File: src/hw/rtl/ibct_pkg.sv
// Shared types and constants for the in-flight batch completion tracker.
`timescale 1ns / 1ps

package ibct_pkg;

    localparam int RING_DEPTH = 16;
    localparam int TAG_W      = 4;
    localparam int CNT_W      = 5;
    localparam int SEQ_W      = 64;
    localparam int OP_W       = 2;
    localparam int STATUS_W   = 2;

    localparam logic [OP_W-1:0] OP_SUBMIT   = 2'd0;
    localparam logic [OP_W-1:0] OP_COMPLETE = 2'd1;
    localparam logic [OP_W-1:0] OP_TRUNCATE = 2'd2;

    localparam logic [STATUS_W-1:0] CS_FAILURE  = 2'd1;
    localparam logic [STATUS_W-1:0] CS_RESERVED = 2'd3;

    typedef enum logic [1:0] {
        ST_IDLE,
        ST_RETIRE,
        ST_RESP
    } t_state;

    typedef struct packed {
        logic             push;
        logic [TAG_W-1:0] push_tag;
        logic             mark;
        logic [TAG_W-1:0] mark_tag;
        logic             mark_sync;
        logic             pop;
        logic [TAG_W-1:0] head_tag;
    } t_slot_cmd;

    typedef struct packed {
        logic tag_live;
        logic head_valid;
        logic head_wdone;
        logic head_sdone;
    } t_slot_stat;

endpackage

File: src/hw/rtl/ibct_if.sv
// Request and response channel interfaces of the completion tracker.
`timescale 1ns / 1ps

interface ibct_req_if;
    logic                              valid;
    logic                              ready;
    logic [ibct_pkg::OP_W-1:0]         opcode;
    logic [ibct_pkg::SEQ_W-1:0]        end_seq;
    logic [ibct_pkg::TAG_W-1:0]        slot_tag;
    logic                              is_sync;
    logic [ibct_pkg::STATUS_W-1:0]     completion_status;

    modport source (output valid, opcode, end_seq, slot_tag, is_sync, completion_status,
                    input ready);
    modport sink   (input valid, opcode, end_seq, slot_tag, is_sync, completion_status,
                    output ready);
endinterface

interface ibct_rsp_if;
    logic                              valid;
    logic                              ready;
    logic                              accepted;
    logic [ibct_pkg::TAG_W-1:0]        assigned_tag;
    logic [ibct_pkg::SEQ_W-1:0]        written_mark;
    logic [ibct_pkg::SEQ_W-1:0]        durable_mark;
    logic [ibct_pkg::CNT_W-1:0]        inflight_count;
    logic                              error_flag;

    modport source (output valid, accepted, assigned_tag, written_mark, durable_mark,
                    inflight_count, error_flag, input ready);
    modport sink   (input valid, accepted, assigned_tag, written_mark, durable_mark,
                    inflight_count, error_flag, output ready);
endinterface

File: src/hw/rtl/ibct_slot_store.sv
// Slot ring storage: per-slot status flags and end sequence numbers.
`timescale 1ns / 1ps

module ibct_slot_store (
    input  logic                        i_clk,
    input  logic                        i_rst_n,
    input  ibct_pkg::t_slot_cmd         i_cmd,
    input  logic [ibct_pkg::SEQ_W-1:0]  i_push_seq,
    output ibct_pkg::t_slot_stat        o_stat,
    output logic [ibct_pkg::SEQ_W-1:0]  o_head_seq
);

    logic [ibct_pkg::RING_DEPTH-1:0] r_valid;
    logic [ibct_pkg::RING_DEPTH-1:0] r_wdone;
    logic [ibct_pkg::RING_DEPTH-1:0] r_sdone;
    logic [ibct_pkg::SEQ_W-1:0]      r_seq [ibct_pkg::RING_DEPTH];

    always_ff @(posedge i_clk) begin
        if (!i_rst_n) begin
            r_valid <= '0;
            r_wdone <= '0;
            r_sdone <= '0;
        end else begin
            if (i_cmd.push) begin
                r_valid[i_cmd.push_tag] <= 1'b1;
                r_wdone[i_cmd.push_tag] <= 1'b0;
                r_sdone[i_cmd.push_tag] <= 1'b0;
            end
            if (i_cmd.mark && r_valid[i_cmd.mark_tag]) begin
                if (i_cmd.mark_sync) begin
                    r_sdone[i_cmd.mark_tag] <= 1'b1;
                end else begin
                    r_wdone[i_cmd.mark_tag] <= 1'b1;
                end
            end
            if (i_cmd.pop) begin
                r_valid[i_cmd.head_tag] <= 1'b0;
                r_wdone[i_cmd.head_tag] <= 1'b0;
                r_sdone[i_cmd.head_tag] <= 1'b0;
            end
        end
    end

    always_ff @(posedge i_clk) begin
        if (i_cmd.push) begin
            r_seq[i_cmd.push_tag] <= i_push_seq;
        end
    end

    assign o_stat.tag_live   = r_valid[i_cmd.mark_tag];
    assign o_stat.head_valid = r_valid[i_cmd.head_tag];
    assign o_stat.head_wdone = r_wdone[i_cmd.head_tag];
    assign o_stat.head_sdone = r_sdone[i_cmd.head_tag];
    assign o_head_seq        = r_seq[i_cmd.head_tag];

endmodule

File: src/hw/rtl/inflight_batch_completion_tracker.sv
// Top level of the in-flight batch completion tracker.
//
//   channel   dir  handshake      payload
//   i_req     in   valid/ready    opcode, end_seq, slot_tag, is_sync, completion_status
//   o_rsp     out  valid/ready    accepted, assigned_tag, written_mark, durable_mark,
//                                 inflight_count, error_flag
//   i_cfg_*   in   write enable   inflight_limit
//
// Submit, truncate and unknown opcodes pass from acceptance through ST_RESP into the
// result register; a completion passes through ST_RETIRE first, where the retire step
// checks one head slot per cycle and stops at the first slot that is not fully done.
// Reset clears all slot flags, pointers, marks and the sticky error at once.
// The result register holds while o_rsp is stalled; a new item is taken once it
// is free or drained in the same cycle, and never while an item is at work.
`timescale 1ns / 1ps

module inflight_batch_completion_tracker (
    input  logic                       i_clk,
    input  logic                       i_rst_n,
    input  logic                       i_cfg_we,
    input  logic [ibct_pkg::CNT_W-1:0] i_cfg_wdata,
    ibct_req_if.sink                   i_req,
    ibct_rsp_if.source                 o_rsp
);

    ibct_pkg::t_state   r_state, n_state;
    logic [ibct_pkg::TAG_W-1:0] r_head, n_head;
    logic [ibct_pkg::TAG_W-1:0] r_tail, n_tail;
    logic [ibct_pkg::CNT_W-1:0] r_live, n_live;
    logic [ibct_pkg::SEQ_W-1:0] r_written, n_written;
    logic [ibct_pkg::SEQ_W-1:0] r_durable, n_durable;
    logic                       r_err, n_err;
    logic                       r_acc, n_acc;
    logic [ibct_pkg::TAG_W-1:0] r_atag, n_atag;
    logic [ibct_pkg::CNT_W-1:0] r_limit;
    logic                       r_out_valid;
    logic                       load;
    logic                       in_ready;
    logic                       in_fire;
    logic                       full;
    logic                       limited;

    logic                       r_o_acc;
    logic [ibct_pkg::TAG_W-1:0] r_o_tag;
    logic [ibct_pkg::SEQ_W-1:0] r_o_written;
    logic [ibct_pkg::SEQ_W-1:0] r_o_durable;
    logic [ibct_pkg::CNT_W-1:0] r_o_live;
    logic                       r_o_err;

    ibct_pkg::t_slot_cmd        cmd;
    ibct_pkg::t_slot_stat       stat;
    logic [ibct_pkg::SEQ_W-1:0] head_seq;

    ibct_slot_store u_store (
        .i_clk      (i_clk),
        .i_rst_n    (i_rst_n),
        .i_cmd      (cmd),
        .i_push_seq (i_req.end_seq),
        .o_stat     (stat),
        .o_head_seq (head_seq)
    );

    function automatic logic [ibct_pkg::TAG_W-1:0] next_slot(
        input logic [ibct_pkg::TAG_W-1:0] p
    );
        return (p == ibct_pkg::TAG_W'(ibct_pkg::RING_DEPTH - 1)) ?
            '0 : p + ibct_pkg::TAG_W'(1);
    endfunction

    assign in_ready = (r_state == ibct_pkg::ST_IDLE) && (!r_out_valid || o_rsp.ready);
    assign in_fire  = i_req.valid && in_ready;
    assign full     = r_live >= ibct_pkg::CNT_W'(ibct_pkg::RING_DEPTH);
    assign limited  = (r_limit != '0) && (r_live >= r_limit);

    always_comb begin
        n_state       = r_state;
        n_head        = r_head;
        n_tail        = r_tail;
        n_live        = r_live;
        n_written     = r_written;
        n_durable     = r_durable;
        n_err         = r_err;
        n_acc         = r_acc;
        n_atag        = r_atag;
        load          = 1'b0;
        cmd           = '0;
        cmd.push_tag  = r_tail;
        cmd.mark_tag  = i_req.slot_tag;
        cmd.mark_sync = i_req.is_sync;
        cmd.head_tag  = r_head;

        unique case (r_state)
            ibct_pkg::ST_IDLE: begin
                if (in_fire) begin
                    n_acc   = 1'b0;
                    n_atag  = '0;
                    n_state = ibct_pkg::ST_RESP;
                    unique case (i_req.opcode)
                        ibct_pkg::OP_SUBMIT: begin
                            if (!full && !limited) begin
                                cmd.push  = 1'b1;
                                n_tail    = next_slot(r_tail);
                                n_live    = r_live + ibct_pkg::CNT_W'(1);
                                n_written = i_req.end_seq;
                                n_acc     = 1'b1;
                                n_atag    = r_tail;
                            end
                        end
                        ibct_pkg::OP_COMPLETE: begin
                            // error is raised before the slot lookup
                            if (i_req.completion_status == ibct_pkg::CS_FAILURE ||
                                i_req.completion_status == ibct_pkg::CS_RESERVED) begin
                                n_err = 1'b1;
                            end
                            if (stat.tag_live) begin
                                cmd.mark = 1'b1;
                                n_acc    = 1'b1;
                            end
                            n_state = ibct_pkg::ST_RETIRE;
                        end
                        ibct_pkg::OP_TRUNCATE: begin
                            n_written = '0;
                            n_durable = '0;
                        end
                        default: begin
                        end
                    endcase
                end
            end
            ibct_pkg::ST_RETIRE: begin
                // check one head slot per cycle; stop at the first not fully done
                if (r_live != '0 && stat.head_valid && stat.head_wdone) begin
                    n_written = head_seq;
                    if (stat.head_sdone) begin
                        n_durable = head_seq;
                        cmd.pop   = 1'b1;
                        n_head    = next_slot(r_head);
                        n_live    = r_live - ibct_pkg::CNT_W'(1);
                    end else begin
                        n_state = ibct_pkg::ST_RESP;
                    end
                end else begin
                    n_state = ibct_pkg::ST_RESP;
                end
            end
            ibct_pkg::ST_RESP: begin
                load    = 1'b1;
                n_state = ibct_pkg::ST_IDLE;
            end
            default: begin
                n_state = ibct_pkg::ST_IDLE;
            end
        endcase
    end

    always_ff @(posedge i_clk) begin
        if (!i_rst_n) begin
            r_state     <= ibct_pkg::ST_IDLE;
            r_head      <= '0;
            r_tail      <= '0;
            r_live      <= '0;
            r_written   <= '0;
            r_durable   <= '0;
            r_err       <= 1'b0;
            r_acc       <= 1'b0;
            r_atag      <= '0;
            r_limit     <= '0;
            r_out_valid <= 1'b0;
        end else begin
            r_state   <= n_state;
            r_head    <= n_head;
            r_tail    <= n_tail;
            r_live    <= n_live;
            r_written <= n_written;
            r_durable <= n_durable;
            r_err     <= n_err;
            r_acc     <= n_acc;
            r_atag    <= n_atag;
            if (i_cfg_we) begin
                r_limit <= i_cfg_wdata;
            end
            if (load) begin
                r_out_valid <= 1'b1;
            end else if (o_rsp.ready) begin
                r_out_valid <= 1'b0;
            end
        end
    end

    always_ff @(posedge i_clk) begin
        if (load) begin
            r_o_acc     <= r_acc;
            r_o_tag     <= r_atag;
            r_o_written <= r_written;
            r_o_durable <= r_durable;
            r_o_live    <= r_live;
            r_o_err     <= r_err;
        end
    end

    assign i_req.ready          = in_ready;
    assign o_rsp.valid          = r_out_valid;
    assign o_rsp.accepted       = r_o_acc;
    assign o_rsp.assigned_tag   = r_o_tag;
    assign o_rsp.written_mark   = r_o_written;
    assign o_rsp.durable_mark   = r_o_durable;
    assign o_rsp.inflight_count = r_o_live;
    assign o_rsp.error_flag     = r_o_err;

endmodule

File: src/flat_wrapper.sv
// flat-port wrapper written by rule: the top's interface ports become plain ports
module inflight_batch_completion_tracker_flat 
  (i_clk, i_rst_n, i_cfg_we, i_cfg_wdata, i_req_valid, i_req_opcode, i_req_end_seq, i_req_slot_tag, i_req_is_sync, i_req_completion_status, i_req_ready, o_rsp_valid, o_rsp_accepted, o_rsp_assigned_tag, o_rsp_written_mark, o_rsp_durable_mark, o_rsp_inflight_count, o_rsp_error_flag, o_rsp_ready);
  ibct_req_if i_req_i ();
  ibct_rsp_if o_rsp_i ();
  input  logic i_clk;
  input  logic i_rst_n;
  input  logic i_cfg_we;
  input  logic [ibct_pkg::CNT_W-1:0] i_cfg_wdata;
  input wire logic [$bits(i_req_i.valid)-1:0] i_req_valid;
  input wire logic [$bits(i_req_i.opcode)-1:0] i_req_opcode;
  input wire logic [$bits(i_req_i.end_seq)-1:0] i_req_end_seq;
  input wire logic [$bits(i_req_i.slot_tag)-1:0] i_req_slot_tag;
  input wire logic [$bits(i_req_i.is_sync)-1:0] i_req_is_sync;
  input wire logic [$bits(i_req_i.completion_status)-1:0] i_req_completion_status;
  output wire logic [$bits(i_req_i.ready)-1:0] i_req_ready;
  output wire logic [$bits(o_rsp_i.valid)-1:0] o_rsp_valid;
  output wire logic [$bits(o_rsp_i.accepted)-1:0] o_rsp_accepted;
  output wire logic [$bits(o_rsp_i.assigned_tag)-1:0] o_rsp_assigned_tag;
  output wire logic [$bits(o_rsp_i.written_mark)-1:0] o_rsp_written_mark;
  output wire logic [$bits(o_rsp_i.durable_mark)-1:0] o_rsp_durable_mark;
  output wire logic [$bits(o_rsp_i.inflight_count)-1:0] o_rsp_inflight_count;
  output wire logic [$bits(o_rsp_i.error_flag)-1:0] o_rsp_error_flag;
  input wire logic [$bits(o_rsp_i.ready)-1:0] o_rsp_ready;
  assign i_req_i.valid = i_req_valid;
  assign i_req_i.opcode = i_req_opcode;
  assign i_req_i.end_seq = i_req_end_seq;
  assign i_req_i.slot_tag = i_req_slot_tag;
  assign i_req_i.is_sync = i_req_is_sync;
  assign i_req_i.completion_status = i_req_completion_status;
  assign i_req_ready = i_req_i.ready;
  assign o_rsp_valid = o_rsp_i.valid;
  assign o_rsp_accepted = o_rsp_i.accepted;
  assign o_rsp_assigned_tag = o_rsp_i.assigned_tag;
  assign o_rsp_written_mark = o_rsp_i.written_mark;
  assign o_rsp_durable_mark = o_rsp_i.durable_mark;
  assign o_rsp_inflight_count = o_rsp_i.inflight_count;
  assign o_rsp_error_flag = o_rsp_i.error_flag;
  assign o_rsp_i.ready = o_rsp_ready;
  inflight_batch_completion_tracker u_core (.i_clk(i_clk), .i_rst_n(i_rst_n), .i_cfg_we(i_cfg_we), .i_cfg_wdata(i_cfg_wdata), .i_req(i_req_i), .o_rsp(o_rsp_i));
endmodule
File: config.mk
export PLATFORM = sky130hd
export DESIGN_NAME = inflight_batch_completion_tracker_flat
export DESIGN_NICKNAME = d
export VERILOG_FILES = /design/src/hw/rtl/ibct_pkg.sv /design/src/hw/rtl/ibct_if.sv /design/src/hw/rtl/ibct_slot_store.sv /design/src/hw/rtl/inflight_batch_completion_tracker.sv /design/src/flat_wrapper.sv
export SDC_FILE = /design/constraint.sdc
export NUM_CORES = 1
export LEC_CHECK = 0
export ABC_CLOCK_PERIOD_IN_PS = 12880
export BUFFER_PORTS_ARGS = -buffer_cell sky130_fd_sc_hd__buf_2
export CAP_MARGIN = 30
export CORE_UTILIZATION = 50
export DETAILED_ROUTE_END_ITERATION = 10
export GPL_ROUTABILITY_DRIVEN = 0
export PLACE_DENSITY_LB_ADDON = 0.15
export SKIP_CTS_REPAIR_TIMING = 1
export SLEW_MARGIN = 10
export SYNTH_ARGS = -nofsm -noshare
export SYNTH_HDL_FRONTEND = slang
export SYNTH_SLANG_ARGS = --single-unit
File: constraint.sdc
create_clock -name i_clk -period 12.88 [get_ports i_clk]
set_input_delay 2.576 -clock i_clk [delete_from_list [all_inputs] [get_ports i_clk]]
set_output_delay 2.576 -clock i_clk [all_outputs]
set_load 0.1 [all_outputs]
-- Word-level counts from Yosys, hierarchy flattened
Memory sizes are Yosys's and may differ from the RTL's. A register that Yosys moved wholly into a read port is not among the register bits.
Cells that the tools add are included.
- register bits after elaboration: 342
- memory bits (writable): 1024
- input bits: 83
- output and inout port bits: 141
- word-level logic and storage cells: 162
- memories: 1
- memory list (memory ; words ; bits a word ; read ports ; clocked after memory_dff ; wr ports ; RTL line ; RTL):
    u_core.u_store.r_seq ; 16 ; 64 ; 1 ; 1 ; 1 ; ibct_slot_store.sv:16 ; logic [ibct_pkg::SEQ_W-1:0] r_seq [ibct_pkg::RING_DEPTH];
- add/sub/neg operators: 4
- $lt $le $gt $ge: 8
- equal/unequal tests: 17
- multiplexer cells: 73
- bitwise gates (word level): 10
- reductions and logical operators: 29
- operators by type and width (kind ; number):
    $mux W64 ; 7
    $pmux W64 S2 ; 3
    $mux W16 ; 15
    $and A16 B16 Y16 ; 5
    $or A16 B16 Y16 ; 3
    $not A16 Y16 ; 2
    $mux W5 ; 5
    $mux W4 ; 6
    $mux W1 ; 23
    $bmux W1 S4 ; 4
    $lt A4 B5 Y1 const B ; 3
    $demux W1 S4 ; 3
    $ge A4 B1 Y1 const B ; 3
    $logic_and A1 B1 Y1 ; 10
    $pmux W5 S2 ; 1
    $reduce_and A5 Y1 ; 2
    $reduce_bool A5 Y1 ; 2
    $ne A3 B3 Y1 const B ; 3
    $add A4 B1 Y4 const B ; 2
    $eq A4 B4 Y1 const B ; 2
    $mux W2 ; 4
    $reduce_and A4 Y1 ; 2
    $eq A2 B1 Y1 const B ; 3
    $eq A2 B2 Y1 const B ; 3
    15 further kinds ; 25

-- Depth between registers and ports, before layout
- depth in word-level cells: 16
- gate-level depth with buffers: 11
- mapped depth without buffers: 8

-- Cells and area by module
A second synthesis with hierarchy kept.
- cell total of the unflattened synthesis: 2727
- area total of the unflattened synthesis: 51846.0 µm²
- by module, submodules not included (module ; instances ; cells each ; area an instance (µm²) ; sequential area each (µm²)):
    ibct_slot_store ; 1 ; 1842 ; 40812.9 ; 31710.4
    inflight_batch_completion_tracker ; 1 ; 885 ; 11033.1 ; 7277.0

-- Least setup slack after synthesis
OpenSTA, ideal clock, no wires.
- kind: input-to-reg
- start: in o_rsp_ready
- end: mem u_core.u_store.r_seq[0][0] in the netlist's numbering, enable pin
- library setup time: 644 ps
- arrival time: 9611 ps
- data required time: 12236 ps
- setup slack: 2625 ps
- stages: 6
- buffers on the path: 1
- path through: nor2b_1 nand3b_1 nor3_1 o21ai_1 clkbuf_1 nor4_1
- word-level cells in the longest chain between the ends: 7
- ends and longest elaborated chain (item ; RTL line ; RTL):
    start: declaration ; flat_wrapper.sv:24 ; input wire logic [$bits(o_rsp_i.ready)-1:0] o_rsp_ready;
    $logic_or A1 B1 Y1 ; inflight_batch_completion_tracker.sv:70 ; assign in_ready = (r_state == ibct_pkg::ST_IDLE) && (!r_out_valid || o_rsp.ready);
    $logic_and A1 B1 Y1 ; inflight_batch_completion_tracker.sv:70 ;
    $logic_and A1 B1 Y1 ; inflight_batch_completion_tracker.sv:71 ; assign in_fire = i_req.valid && in_ready;
    $mux W1 ; inflight_batch_completion_tracker.sv:94 ; if (in_fire) begin
    $mux W1 ; inflight_batch_completion_tracker.sv:92 ; unique case (r_state)
    $mux W1 ; ibct_slot_store.sv:45 ; if (i_cmd.push) begin
    $mux W1 (implied by the code) ; ibct_slot_store.sv:46 ; r_seq[i_cmd.push_tag] <= i_push_seq;
    end: declaration ; ibct_slot_store.sv:16 ;
No other way between the ends.

-- Worst setup path in the final report
- start: in o_rsp_ready
- end: reg u_core.r_written[30] in the netlist's numbering
- word-level cells in the longest chain between the ends: 5
- ends and longest elaborated chain (item ; RTL line ; RTL):
    $logic_or A1 B1 Y1 ; inflight_batch_completion_tracker.sv:70 ;
    $logic_and A1 B1 Y1 ; inflight_batch_completion_tracker.sv:70 ;
    $logic_and A1 B1 Y1 ; inflight_batch_completion_tracker.sv:71 ;
    $ne A2 B1 Y1 (no line) ; - ;
    $reduce_and A5 Y1 (no line) ; - ;
    end signal: assignment ; inflight_batch_completion_tracker.sv:174 ; r_written <= n_written;
    end: declaration ; inflight_batch_completion_tracker.sv:30 ; logic [ibct_pkg::SEQ_W-1:0] r_written, n_written;
No other way between the ends.
A chain may end at the register's enable or synchronous reset.

==> summary.txt <==
Cells and area
  – Share of cells above drive strength 1: roughly 22%
  – Post-route insts no fill: 4630
  – Layout Utilization: 57.69%
  – Final instance area: ~0.06 mm^2
  – Final nets: 3234
  – Area grow syn2layout: 14.06%

Floorplanning
  – I/O pins: between 200 and 250
  – Die Area: roughly 0.11 mm^2
  – Initial core utilization: approximately half
  – Core area: 0.1039 mm^2
  – Die height: about 330 um
  – Num rows: about 120
  – Die width: around 330 um

Placed design
  – Placed cell count: about 4.4k
  – Dpl cell area: 0.05524 mm^2
  – Pre-CTS setup slack: slightly above 6000 ps
  – IO buf count: 222
  – DP Wirelength: between 70 and 80 mm

STA
  – Fin. Hold Viols: 0
  – Clock skew: around 22 ps
  – Final TNS setup: 0 ps
  – Crit share post-route: between 40% and 50%
  – Final setup viols: 0
  – Worst slew pin tran: 1052 ps
  – Max frequency: around 170 MHz
  – Slew headroom: ~30%
  – Max-slew violations: 0
  – Minimum clock period: between 6000 and 7000 ps
  – RSZ-0062 raised after global routing: false
  – Setup WS post-layout: a little under 7000 ps
  – Hold slack: 423.6 ps

Clocking
  – Root buf cell: clkbuf_16
  – CTS buffer count: 141
  – Sink Count: 1370
  – Clk buf depth: 3
  – Clock H-tree levels: 4
  – Clock latency on the worst-skew pair: between 700 and 800 ps
  – Clock transition at path regs: around 60 ps
  – CTS tree: yes

Route
  – Routed WL: about 130 mm
  – Final ANT Viol Nets: 0
  – Initial DRC Count: between 3k and 4k
  – DR vias: 28.97k
  – Drt drc: 0
  – Initial DRT Pass Iterations: 5
  – WL/cell: between 20 and 30 um
  – Post-DR vias/cell: 6.257

Run status
  – Outcome: complete, no violations

Synth
  – Most used DFF post-synth: edfxtp_1
  – Most common cell in the synthesized netlist: edfxtp_1
  – Syn nets: a little over 3k
  – Post-Syn Instances: approximately 2.9k
  – Async set-or-reset flop fraction in the synthesized netlist: 0%
  – Syn_area_per_cell: 18.03 um^2
  – Top post-synthesis cells by count: edfxtp_1 (1163), mux2i_1 (269), dfxtp_1 (207), clkbuf_1 (147), mux4_2 (143)
  – Yosys warns: 0
  – Syn Std Cell Area: approximately 0.053 mm^2
  – Leading area contributor after synthesis: edfxtp_1
  – Sequential area share after synthesis: between 70% and 80%
  – EDFF count, synth: around 1.2k
  – Share of the synthesized area in the top cell type: between 60% and 70%
  – Count of cell types in the netlist: 57
  – Yosys reg bits: between 1k and 1.5k
  – Top post-synthesis cells by area: edfxtp_1 (66%), dfxtp_1 (7.9%), mux4_2 (6.1%), mux2i_1 (5.1%), a22oi_1 (1.9%)

Hold path
  – Beginning of the worst hold path: u_core.r_written[33]$_SDFFE_PN0P_
  – Hold crit path type: reg -> reg
  – WHS Path Cells: 0
  – Min-Delay Endpoint: u_core.o_rsp.written_mark[33]$_DFFE_PP_

Worst setup path
  – Worst Path Max Fanout: 59
  – Worst setup SP type: primary input
  – WS Path Type: in -> reg
  – Slowest cell delay on critical path: between 800 and 900 ps
  – Reg2Reg Depth: 11
  – Worst path cell trace: buf_2, nor2b_1, nand3b_1, nor3_1, o21ai_4, buf_4, buf_4, and2_2, buf_4, a31o_1
  – R2R setup slack: around 8200 ps
  – Arrival @ worst endpoint: about 6700 ps
  – Worst path slowest cell: buf_4
  – Worst path most repeated cell: buf_4
  – R2R Path End: u_core.r_written[30]$_SDFFE_PN0P_
  – Reg2reg start: u_core.r_live[0]$_SDFFE_PN0P_
  – Crit. End Element: flip-flop
  – Worst path required time: around 14000 ps

GRT
  – Grt ovf: 0
  – Largest net degree at the start of global routing: 86
  – First-pass GRT wire length: roughly 190 mm
  – Overall routing resource usage: between 20% and 30%
  – Vias in the first global route: approximately 29k
  – Initial antenna violation count: 11

Power
  – Pleak: ~19 nW
  – Peak supply drop: around 0.00011 V
  – PD cells: between 150 and 200 mW/mm^2
  – Design Power: 9.385 mW

Run
  – Max-Cap Viols: 0
==> state kept, by name, summed over array words and instances (netlist names), named ones only <==
signal and flops:
u_core.r_err 1, u_core.o_rsp.inflight_count 5, u_core.o_rsp.written_mark 64, u_core.r_live 5, u_core.r_limit 5, u_core.u_store.r_valid 16
u_core.r_durable 64, u_core.r_tail 4, u_core.u_store.r_sdone 16, u_core.o_rsp.durable_mark 64, u_core.r_acc 1, u_core.o_rsp.valid 1
u_core.o_rsp.accepted 1, u_core.r_written 64, u_core.r_head 4, u_core.o_rsp.error_flag 1, u_core.u_store.r_wdone 16, u_core.r_atag 4
u_core.r_state 2, u_core.u_store.r_seq 1024, u_core.o_rsp.assigned_tag 4
==> where the power goes <==
group          leakage (nW)  internal [mW]  switching (mW)
Combinational          4.55         0.0733           0.360
Sequential             12.2           4.87          0.0266
Clock                  2.25           2.42            1.64
Total                  19.0           7.36            2.03
==> final cells by class <==
cell class	count	area, um^2
fillers	7804	43970
flip-flops and latches	1370	39080
inverters	18	70.07
clock inverters	71	760.7
multi-input cells	1303	12580
clock buffers	187	3869
diodes	1	2.502
well taps	1380	1727
repair buffers	300	1879
==> cell families after synthesis <==
logic type | share of synthesized area [%]
DFF | 74.31
muxes | 11.25
xor gates and xnor gates | 0.04999
AOI/OAI and AO/OA | 9.995
and+or+nand+nor | 1.880
adders and majority gates | 0.4188
buffers and inverters | 2.101
==> worst max-delay path, delay by kind of cell <==
family / cells / cell delay [ps]
simple gates: 4 / 1270
buf+inv: 4 / 2380
compound gates: 2 / 330
==> metal layers <==
layer	up-vias	GRT usage, %	routed length [um]
li1	12460	-	-
met3	172	4.287	9016
met4	8	6.593	2334
met1	15230	34.66	55880
met2	1106	39.32	63170
met5	-	0	45
==> worst max-delay path by stage <==
| stage | start | endpoint | slack [ps] | cells past startpoint |
|---|---|---|---|---|
| floorplan | o_rsp_ready | u_core.u_store.r_seq[0][0]$_DFFE_PP_ | 2630 | 6 |
| global placement | o_rsp_ready | u_core.r_written[2]$_SDFFE_PN0P_ | 6280 | 10 |
| detailed placement | o_rsp_ready | u_core.r_written[19]$_SDFFE_PN0P_ | 6180 | 10 |
| CTS | o_rsp_ready | i_req_ready | 6870 | 4 |
| global route | o_rsp_ready | u_core.r_written[27]$_SDFFE_PN0P_ | 6720 | 10 |
| finish | o_rsp_ready | u_core.r_written[30]$_SDFFE_PN0P_ | 6830 | 10 |
==> placed cells by master (no fill, tap or decap), types with 64 or more instances in the layout <==
master     instances
dfxtp_1          205
clkbuf_16        147
a31oi_1           80
nand2_1          106
buf_2            221
mux2i_1          269
o311a_1           65
buf_4             69
mux4_2           143
a22oi_1          134
o21ai_0           73
edfxtp_1        1163
a22o_1            64
(Power assumes the default switching activity.)
